===== src/rtl/core/sha1_pkg.sv =====
package sha1_pkg;

	localparam logic [31:0] H0 = 32'h67452301;
	localparam logic [31:0] H1 = 32'hEFCDAB89;
	localparam logic [31:0] H2 = 32'h98BADCFE;
	localparam logic [31:0] H3 = 32'h10325476;
	localparam logic [31:0] H4 = 32'hC3D2E1F0;
	localparam logic [31:0] K0 = 32'h5A827999;
	localparam logic [31:0] K1 = 32'h6ED9EBA1;
	localparam logic [31:0] K2 = 32'h8F1BBCDC;
	localparam logic [31:0] K3 = 32'hCA62C1D6;
	localparam logic [5:0] PAD_LEN_POS = 6'd56;
	localparam int unsigned ROUNDS = 80;

	// byte source selection for the datapath
	localparam logic [1:0] SRC_DATA = 2'd0;
	localparam logic [1:0] SRC_PAD80 = 2'd1;
	localparam logic [1:0] SRC_ZERO = 2'd2;
	localparam logic [1:0] SRC_LEN = 2'd3;

	// controller to datapath
	typedef struct packed {
		logic put;          // write one byte at the current position
		logic [1:0] src;    // which byte goes in
		logic [2:0] len_idx;// length byte index, 0 is most significant
		logic count;        // add 8 to the bit length
		logic snap_len;     // capture bit length for padding
		logic start;        // load round vars from chain
		logic round;        // run one round
		logic fold;         // add round vars into chain
		logic reinit;       // back to initial values
		logic [2:0] out_sel;
	} sha1_cmd_t;

	// datapath to controller
	typedef struct packed {
		logic [5:0] pos;
		logic last_round;
	} sha1_stat_t;

endpackage


===== src/rtl/core/sha1_datapath.sv =====
module sha1_datapath (
	input logic clk,
	input logic arst_n,
	input logic [7:0] data_byte,
	input sha1_pkg::sha1_cmd_t cmd,
	output sha1_pkg::sha1_stat_t stat,
	output logic [31:0] digest_word
);
	import sha1_pkg::*;

	logic [31:0] chain_q [5];
	logic [31:0] w_q [16];
	logic [31:0] a_q, b_q, c_q, d_q, e_q;
	logic [63:0] bitlen_q, len_snap_q;
	logic [5:0] pos_q;
	logic [6:0] rnd_q;
	logic [7:0] byte_in;
	logic [31:0] w, f, k, t;
	logic [3:0] ri;

	// byte mux
	always_comb begin
		case (cmd.src)
			SRC_DATA: byte_in = data_byte;
			SRC_PAD80: byte_in = 8'h80;
			SRC_ZERO: byte_in = 8'h00;
			SRC_LEN: byte_in = len_snap_q[(7 - cmd.len_idx) * 8 +: 8];
			default: byte_in = 8'h00;
		endcase
	end

	// round function
	assign ri = rnd_q[3:0];
	always_comb begin
		logic [31:0] x;
		x = w_q[ri + 4'd13] ^ w_q[ri + 4'd8] ^ w_q[ri + 4'd2] ^ w_q[ri];
		w = (rnd_q < 7'd16) ? w_q[ri] : {x[30:0], x[31]};
		if (rnd_q < 7'd20) begin
			f = (b_q & c_q) | (~b_q & d_q);
			k = K0;
		end else if (rnd_q < 7'd40) begin
			f = b_q ^ c_q ^ d_q;
			k = K1;
		end else if (rnd_q < 7'd60) begin
			f = (b_q & c_q) | (b_q & d_q) | (c_q & d_q);
			k = K2;
		end else begin
			f = b_q ^ c_q ^ d_q;
			k = K3;
		end
		t = {a_q[26:0], a_q[31:27]} + f + e_q + k + w;
	end

	// block words and round schedule
	always_ff @(posedge clk) begin
		if (cmd.put) begin
			if (pos_q[1:0] == 2'd0) begin
				w_q[pos_q[5:2]] <= {byte_in, 24'd0};
			end else begin
				w_q[pos_q[5:2]] <= w_q[pos_q[5:2]] |
					({24'd0, byte_in} << ((5'd3 - {3'd0, pos_q[1:0]}) * 5'd8));
			end
		end else if (cmd.round) begin
			w_q[ri] <= w;
		end
		if (cmd.start) begin
			a_q <= chain_q[0];
			b_q <= chain_q[1];
			c_q <= chain_q[2];
			d_q <= chain_q[3];
			e_q <= chain_q[4];
		end else if (cmd.round) begin
			a_q <= t;
			b_q <= a_q;
			c_q <= {b_q[1:0], b_q[31:2]};
			d_q <= c_q;
			e_q <= d_q;
		end
		if (cmd.snap_len) begin
			len_snap_q <= bitlen_q;
		end
	end

	// control state of the datapath
	always_ff @(posedge clk or negedge arst_n) begin
		if (!arst_n) begin
			chain_q <= '{H0, H1, H2, H3, H4};
			bitlen_q <= '0;
			pos_q <= '0;
			rnd_q <= '0;
		end else begin
			if (cmd.put) begin
				pos_q <= pos_q + 6'd1;
			end
			if (cmd.count) begin
				bitlen_q <= bitlen_q + 64'd8;
			end
			if (cmd.start) begin
				rnd_q <= '0;
			end else if (cmd.round) begin
				rnd_q <= rnd_q + 7'd1;
			end
			if (cmd.fold) begin
				chain_q[0] <= chain_q[0] + a_q;
				chain_q[1] <= chain_q[1] + b_q;
				chain_q[2] <= chain_q[2] + c_q;
				chain_q[3] <= chain_q[3] + d_q;
				chain_q[4] <= chain_q[4] + e_q;
			end
			if (cmd.reinit) begin
				chain_q <= '{H0, H1, H2, H3, H4};
				bitlen_q <= '0;
				pos_q <= '0;
			end
		end
	end

	assign stat.pos = pos_q;
	assign stat.last_round = (rnd_q == 7'(ROUNDS - 1));
	assign digest_word = chain_q[cmd.out_sel];

endmodule


===== src/rtl/core/sha1_ctrl.sv =====
module sha1_ctrl (
	input logic clk,
	input logic arst_n,
	input logic valid,
	output logic stall,
	input logic byte_present,
	input logic end_of_message,
	input logic out_stall,
	output logic out_valid,
	output logic [2:0] word_position,
	output logic final_word,
	input sha1_pkg::sha1_stat_t stat,
	output sha1_pkg::sha1_cmd_t cmd
);
	import sha1_pkg::*;

	localparam logic [2:0] ST_IDLE = 3'd0;
	localparam logic [2:0] ST_ROUND = 3'd1;
	localparam logic [2:0] ST_FOLD = 3'd2;
	localparam logic [2:0] ST_PAD = 3'd3;
	localparam logic [2:0] ST_OUT = 3'd4;

	logic [2:0] state_q, state_d;
	logic fin_q, fin_d;       // 0x80 pad byte still to write
	logic pad_q, pad_d;       // message ended, finishing blocks
	logic lenph_q, lenph_d;   // writing length bytes
	logic [2:0] li_q, li_d;
	logic [2:0] oi_q, oi_d;
	logic take;

	assign stall = (state_q != ST_IDLE);
	assign take = valid && !stall;
	assign out_valid = (state_q == ST_OUT);
	assign word_position = oi_q;
	assign final_word = (oi_q == 3'd4);

	always_comb begin
		cmd = '0;
		cmd.len_idx = li_q;
		cmd.out_sel = oi_q;
		state_d = state_q;
		fin_d = fin_q;
		pad_d = pad_q;
		lenph_d = lenph_q;
		li_d = li_q;
		oi_d = oi_q;
		case (state_q)
			ST_IDLE: begin
				if (take && byte_present) begin
					// data byte; end handled after
					cmd.put = 1'b1;
					cmd.src = SRC_DATA;
					cmd.count = 1'b1;
					fin_d = end_of_message;
					pad_d = end_of_message;
					lenph_d = 1'b0;
					li_d = '0;
					if (stat.pos == 6'd63) begin
						cmd.start = 1'b1;
						state_d = ST_ROUND;
					end else if (end_of_message) begin
						state_d = ST_PAD;
					end
				end else if (take && end_of_message) begin
					fin_d = 1'b1;
					pad_d = 1'b1;
					lenph_d = 1'b0;
					li_d = '0;
					state_d = ST_PAD;
				end
			end
			ST_PAD: begin
				cmd.put = 1'b1;
				if (!lenph_q && !fin_q) begin
					cmd.src = SRC_ZERO;
				end else if (lenph_q) begin
					cmd.src = SRC_LEN;
				end else begin
					// first pad cycle: 0x80 and capture length
					cmd.src = SRC_PAD80;
					cmd.snap_len = 1'b1;
				end
				// fin_q marks the pending 0x80
				fin_d = 1'b0;
				if (lenph_q) begin
					li_d = li_q + 3'd1;
				end else if (stat.pos + 6'd1 == PAD_LEN_POS) begin
					lenph_d = 1'b1;
				end
				if (stat.pos == 6'd63) begin
					cmd.start = 1'b1;
					state_d = ST_ROUND;
				end
			end
			ST_ROUND: begin
				cmd.round = 1'b1;
				if (stat.last_round) begin
					state_d = ST_FOLD;
				end
			end
			ST_FOLD: begin
				cmd.fold = 1'b1;
				if (lenph_q && li_q == 3'd0 && !fin_q) begin
					// length written: block was the final one
					state_d = ST_OUT;
					oi_d = '0;
				end else if (pad_q) begin
					// padding spills into another block
					state_d = ST_PAD;
				end else begin
					state_d = ST_IDLE;
				end
			end
			ST_OUT: begin
				if (!out_stall) begin
					oi_d = oi_q + 3'd1;
					if (oi_q == 3'd4) begin
						cmd.reinit = 1'b1;
						lenph_d = 1'b0;
						pad_d = 1'b0;
						state_d = ST_IDLE;
					end
				end
			end
			default: state_d = ST_IDLE;
		endcase
	end

	always_ff @(posedge clk or negedge arst_n) begin
		if (!arst_n) begin
			state_q <= ST_IDLE;
			fin_q <= 1'b0;
			pad_q <= 1'b0;
			lenph_q <= 1'b0;
			li_q <= '0;
			oi_q <= '0;
		end else begin
			state_q <= state_d;
			fin_q <= fin_d;
			pad_q <= pad_d;
			lenph_q <= lenph_d;
			li_q <= li_d;
			oi_q <= oi_d;
		end
	end

endmodule


===== src/rtl/core/sha1_message_digest_unit.sv =====
// a byte that fills no block is taken while idle; a byte that fills a block starts 80 rounds
// and a fold, one round per cycle in a single round unit
// end of message: pad bytes one per cycle, one or two compressions, then five words
// no new byte is taken until a block's rounds and fold are done; stall is high outside idle
// reset: chain words to the initial values, bit count and control to zero
module sha1_message_digest_unit (
	input logic clk,
	input logic arst_n,
	input logic valid,
	output logic stall,
	input logic [7:0] data_byte,
	input logic byte_present,
	input logic end_of_message,
	output logic out_valid,
	input logic out_stall,
	output logic [31:0] digest_word,
	output logic [2:0] word_position,
	output logic final_word
);
	import sha1_pkg::*;

	sha1_cmd_t cmd;
	sha1_stat_t stat;

	sha1_ctrl u_ctrl (
		.clk(clk), .arst_n(arst_n), .valid(valid), .stall(stall),
		.byte_present(byte_present), .end_of_message(end_of_message),
		.out_stall(out_stall), .out_valid(out_valid),
		.word_position(word_position), .final_word(final_word),
		.stat(stat), .cmd(cmd)
	);

	sha1_datapath u_dp (
		.clk(clk), .arst_n(arst_n), .data_byte(data_byte),
		.cmd(cmd), .stat(stat), .digest_word(digest_word)
	);

	// no byte is taken in while a word goes out
	a_excl: assert property (@(posedge clk) disable iff (!arst_n)
		out_valid |-> stall) else $error("output during input");
	// final word returns to idle
	a_last: assert property (@(posedge clk) disable iff (!arst_n)
		out_valid && !out_stall && final_word |=> !stall) else $error("no return");
	// final flag only on word four
	a_pos: assert property (@(posedge clk) disable iff (!arst_n)
		out_valid && final_word |-> word_position == 3'd4) else $error("bad final");

endmodule

===== config.mk =====
export PLATFORM = sky130hd
export DESIGN_NAME = sha1_message_digest_unit
export DESIGN_NICKNAME = d
export VERILOG_FILES = /design/src/rtl/core/sha1_pkg.sv /design/src/rtl/core/sha1_datapath.sv /design/src/rtl/core/sha1_ctrl.sv /design/src/rtl/core/sha1_message_digest_unit.sv
export SDC_FILE = /design/constraint.sdc
export NUM_CORES = 2
export LEC_CHECK = 0
export BUFFER_PORTS_ARGS = -buffer_cell sky130_fd_sc_hd__clkbuf_2
export CORE_AREA = 2 2 457 459
export CTS_BUF_LIST = sky130_fd_sc_hd__clkbuf_2 sky130_fd_sc_hd__clkbuf_4 sky130_fd_sc_hd__clkbuf_8
export DETAILED_ROUTE_END_ITERATION = 8
export DIE_AREA = 0 0 459 461
export PLACE_DENSITY = 0.45
export SLEW_MARGIN = 10
export SYNTH_ARGS = -nofsm -noshare
export SYNTH_HDL_FRONTEND = slang
export SYNTH_HIERARCHICAL = 1
export SYNTH_SLANG_ARGS = --single-unit

===== constraint.sdc =====
create_clock -name clk -period 7.65 [get_ports clk]
set_input_delay 0 -clock clk [delete_from_list [all_inputs] [get_ports clk]]
set_output_delay 0 -clock clk [all_outputs]
set_load 0.01 [all_outputs]

* Word-level counts from Yosys, hierarchy flattened
Memory sizes are Yosys's and may differ from the RTL's.
Cells that the tools add are included.
W data, S select, Z words.
** Cells by class
- Bitwise gates (word level) :: 16
- Equality and inequality tests :: 19
- Order comparisons :: 5
- Shifts and indexed selects :: 2
- Multiplexer cells :: 88
- $add $sub $neg :: 19
- Reduce and logical (&&, ||, !) cells :: 29
** Operators with widths (number)
- $mux W32 :: 20
- $mux W160 :: 2
- $add A32 B32 Y32 :: 9
- $xor A32 B32 Y32 :: 5
- $and A32 B32 Y32 :: 4
- $mux W64 :: 2
- $or A32 B32 Y32 :: 4
- $bmux W32 S3 :: 1
- $add A64 B4 Y64 const B :: 1
- $shiftx A64 B33 Y8 :: 1
- $mux W3 :: 15
- $not A32 Y32 :: 1
- $pmux W8 S4 :: 1
- $reduce_or A32 Y1 :: 1
- $shl A8 B5 Y32 :: 1
- $mux W31 :: 1
- $mux W1 :: 30
- $pmux W3 S2 :: 3
- $pmux W3 S5 :: 1
- $lt A7 B5 Y1 const B :: 2
- $lt A7 B6 Y1 const B :: 2
- $mux W7 :: 2
- $reduce_bool A2 Y1 :: 7
- $eq A6 B6 Y1 const B :: 2
- other kinds (34) :: 60
** Storage, ports and cells
- Register bits :: 473
- RAM bits :: 512
- Logic and storage cells :: 199
- Memories kept :: 1
- Output and inout bits :: 38
** Memory list
- u_dp.w_q :: depth 16, width 32, read ports 5, clocked after memory_dff 0, wr ports 1, line sha1_datapath.sv:12 : logic [31:0] w_q [16];

* Longest topological paths before layout
- Word-level depth :: 12
- Mapped depth :: 28
- Gate-level depth less buffers :: 25

* By module
The synthesis kept the hierarchy.
** By module, submodules not included
- sha1_datapath :: cells an instance 5147, area an instance 65069.9 µm², times used 1, sequential area each 27966.8 µm²
- sha1_ctrl :: cells an instance 98, area an instance 849.6 µm², times used 1, sequential area each 300.3 µm²

* Least setup slack after synthesis
Ideal clock, no wire load.
- Path type :: reg2reg
- Start point :: register u_dp.rnd_q[1]
- End point :: register u_dp.a_q[31] (data pin)
- Slack :: 755 ps
- Stages on the path, launching flop included :: 24
- Arrival time :: 6635 ps
- Required time :: 7390 ps
- Path through :: dfrtp_1 > ha_1 > buf_2 > buf_2 > buf_1 > mux4_2 > mux4_2 > xor2_1 > xnor2_1 > o21ai_0 > fa_1 > fa_1 > fa_1 > inv_1 > ha_1 > a21o_1 > a221o_1 > nor4_2 > a211oi_1 > o41ai_1 > o21ai_0 > a31oi_1 > xnor2_1 > mux2_2
** Between the ends
- Cells in the longest elaborated chain, start to end :: 10
- Elaborated cells between the ends (all ways) :: 24
- Classes of those cells :: add/sub (7); order compare (4); mux (9); bitwise (3); memory (1)
** Ends and longest elaborated chain
- start: declaration :: line sha1_datapath.sv:16 : logic [6:0] rnd_q;
- start signal: assignment :: line sha1_datapath.sv:101 : rnd_q <= rnd_q + 7'd1;
- $lt A7 B6 Y1 :: line sha1_datapath.sv:44 : end else if (rnd_q < 7'd60) begin
- $mux W32 :: line sha1_datapath.sv:44
- $mux W32 :: line sha1_datapath.sv:41 : end else if (rnd_q < 7'd40) begin
- $mux W32 :: line sha1_datapath.sv:38 : if (rnd_q < 7'd20) begin
- $add A32 B32 Y32 (3 in series) :: line sha1_datapath.sv:51 : t = {a_q[26:0], a_q[31:27]} + f + e_q + k + w;
- $add A32 B32 Y32 (*) :: line sha1_datapath.sv:51
- $mux W32 (*) :: line sha1_datapath.sv:72 : end else if (cmd.round) begin
- $mux W32 (*) :: line sha1_datapath.sv:66 : if (cmd.start) begin
- end signal: assignment :: line sha1_datapath.sv:67 : a_q <= chain_q[0];
- end signal: assignment :: line sha1_datapath.sv:73 : a_q <= t;
- end: declaration :: line sha1_datapath.sv:13 : logic [31:0] a_q, b_q, c_q, d_q, e_q;
Every way passes the cells marked *; elsewhere a longest branch is shown, timed or not. The select of a mux whose other input is x is not followed.
A chain may end at the register's enable or synchronous reset.

* Worst setup path in the final report
- Start point :: register u_dp.rnd_q[0]
- End point :: register u_dp.a_q[30] (data pin)
The elaborated chain is that of the path after synthesis.

==> flow_summary.yaml <==
cts:
  clock-sinks: 979
  cts_buffers: 191
  clk_pin_slew_ns: 0.06
  cts_tree: "built"
  ctsRootBufferMaster: "clkbuf_8"
  h-tree-depth: 4
  cts_buffer_depth: 3
  post-cts-setup-buffers: 0
  insertion_delay_ns: 0.95
logic_synthesis:
  synth_edf_count: 733
  synth-adder-area-share: 0.0765
  yosys.area_share.simple: 0.0792
  synth_warnings: 6
  synth_top_family_by_area: "multiplexers"
  avgSynthCellArea_sq_um: 12.6
  synth_cell_types: 97
  syn_area_sq_um: 65900
  synth.area.top_cells: "edfxtp_1 (33%), mux4_2 (17%), dfrtp_1 (6.3%)"
  synth_mux_area_frac: 0.240
  synth_xor_area_frac: 0.0396
  syn-num-nets: 5587
  yosysTopAreaCellShare: 0.334
  ys.flop_type: "edfxtp_1"
  synth_compound_area_frac: 0.102
  synth-seq-cells: 979
  yosysTopAreaCell: "edfxtp_1"
  async_reset_ff_frac: 0.251
  yosysSeqAreaShare: 0.429
  synthCells: 5245
timing:
  relSlewSlack: 0.243
  fin_hold_ws_ns: 0.121
  rsz0062_at_grt: "false"
  skew_ns: 0.0487
  period_share: 0.958
  finalHoldViolCount: 0
  drv_slew: 0
  setup_viol: 0
  fmax_ghz: 0.136
  fin_tns_setup_ns: 0
  worst_pin_slew_ns: 1.14
  min_period_ns: 7.33
placement:
  numPortBuffers: 51
  dpl.hpwl_um: 146000
  place_congestion: 0.879
route:
  viasPerCell: 5.65
  ant_nets: 0
  drtIter0Drc: 3844
  via_count: 46500
  drc: 0
  wl_um: 219000
  route.detailed.wl_per_inst_um: 26.6
  dr.pass1.iters: 6
cells_and_area:
  area_growth_syn_to_layout_pct: 12.7
  fillers: 20000
  final_common_cell: "edfxtp_1"
  drive_above_1_share: 0.244
  final_cell_mix: "edfxtp_1 (733), mux4_2 (497), nor2_1 (356), mux2i_1 (337), a21oi_1 (306)"
  layout.nets: 5712
worst_setup_path:
  cp.arrival_ns: 8.00
  crit_path_start_kind: "flip-flop"
  r2r_slack_ns: 0.32
  critPathLaunch: "u_dp/rnd_q[0]$_DFFE_PN0P_"
  required_ns: 8.32
  crit_top_cell: "buf_4"
  cp_slowest_cell: "mux4_2"
  regToRegStartpoint: "u_dp/rnd_q[0]$_DFFE_PN0P_"
  cp_slowest_stage_delay_ns: 0.53
  critPathKind: "reg -> reg"
  crit_fanout: 16
  r2r_cells: 25
  rr_endpoint: "u_dp/a_q[30]$_DFFE_PP_"
  end_kind: "flip-flop"
worst_hold_path:
  worstHoldStart: "data_byte[2]"
  holdPathEnd: "u_dp/w_q[2][10]$_DFFE_PP_"
  hold_depth: 6
  hp-class: "in -> reg"
global_routing:
  grt.busiest_layer: "met2"
  grt_pass1_vias: 46800
  grt.total_usage: 0.206
  antenna_found_initial: 8
  grt.met2_usage: 0.328
  met3_usage: 0.0324
  grt_pass1_wl_um: 323000
  globalRouteOverflowTotal: 0
  grt_max_degree: 162
  use_met1: 0.287
floorplan:
  std_cell_rows: 167
  start_util: 0.319
  die_y_um: 461
  die_w_um: 459
  io_pins: 52
  core_sq_um: 206000
  die_area_sq_um: 212000
outcome:
  outcome: "completed"
flow_run:
  cap_violations: 0
registers in the layout, summed over array words and instances, names as in the netlist, 61 cells and up:
name and flops:
u_dp/w_q 512, u_dp/bitlen_q 61, u_dp/chain_q 160, u_dp/len_snap_q 61
routing by layer:
layer / vias up / part of all wire
met5: - / 0
met4: 0 / 0.032
met2: 1550 / 0.46
met1: 24100 / 0.45
li1: 20500 / -
met3: 336 / 0.056
cells by family (layout without fill, tap and decap cells):
| kind of cell | count (synthesis) | count (layout) |
|---|---|---|
| flops | 979 | 979 |
| xor+xnor | 297 | 297 |
| simple gates | 1099 | 1099 |
| other cells | 0 | 6 |
| buf+inv | 530 | 815 |
| compound gates | 1065 | 1065 |
| fa+ha+maj | 328 | 328 |
| mux | 947 | 947 |
area by class of cell:
type                    instances  area, sq um  share of cell area
diodes                          6         15.0            0.000202
clock buffers                 274         3340              0.0449
clock inverters                79          731             0.00983
inverters                     214          808              0.0109
multi-input cells            3736        35700               0.480
flip-flops and latches        979        28300               0.381
well taps                    2704         3380              0.0455
repair buffers                248         2050              0.0276
cells in the mapped netlist, drive strengths merged, types with 9 or more instances:
master and instances:
a21oi 309, a211o 37, nand3 69, a21o 66, or3 32, o221ai 26
nor4 9, o211ai 27, nand4 28, nor3b 10, dfstp 80, ha 203
nand2b 30, o21ai 274, o31ai 19, o22ai 36, and3 37, a211oi 91
mux2 113, a32o 9, or2 23, o21bai 24, nor2 378, xnor2 150
inv 214, dfrtp 166, nor3 44, xor2 147, edfxtp 733, nor2b 75
clkbuf 180, mux2i 337, fa 125, mux4 497, o21a 28, a31oi 29
buf 134, and2 25, nand2 302
per-stage QoR:
step / utilization / std cells / setup slack, ns / instance area [sq um]
2_1_floorplan: - / 5245 / 0.755 / 65900
3_5_place_dp: 0.339 / 7863 / 0.287 / 70000
4_1_cts: 0.360 / 8234 / 0.258 / 74300
3_3_place_gp: 0.339 / 7863 / 0.248 / 70000
6_report: 0.360 / 8240 / 0.320 / 74300
5_1_grt: 0.360 / 8237 / 0.00819 / 74300
worst max path at each step:
stage / cells after the start / endpoint / slack (ns)
final: 25 / u_dp/a_q[30]$_DFFE_PP_ / 0.32
after global routing: 23 / u_dp/a_q[30]$_DFFE_PP_ / 0.008
after CTS: 26 / u_dp/a_q[31]$_DFFE_PP_ / 0.26
after detailed placement: 23 / u_dp/a_q[30]$_DFFE_PP_ / 0.29
after global placement: 23 / u_dp/a_q[30]$_DFFE_PP_ / 0.25
after floorplan: 23 / u_dp/a_q[31]$_DFFE_PP_ / 0.75
repair_timing:
item                       4_1_cts  5_1_grt
setup endpoints to repair        0        3
hold endpoints to repair       320        0
hold buffers                    18        0
resized for setup                0        6
worst max-delay path: cells and delay by family (launching register included):
family / cells / cell delay (ns)
fa+ha+maj: 4 / 1.63
buf+inv: 7 / 1.37
xor+xnor: 2 / 0.31
mux: 2 / 1.01
compound gates: 6 / 1.32
simple gates: 4 / 0.94
flops: 1 / 0.45
Power is left out: the tool's default activity adds up to more than one toggle a clock period on the data nets, which glitch-free logic cannot reach.
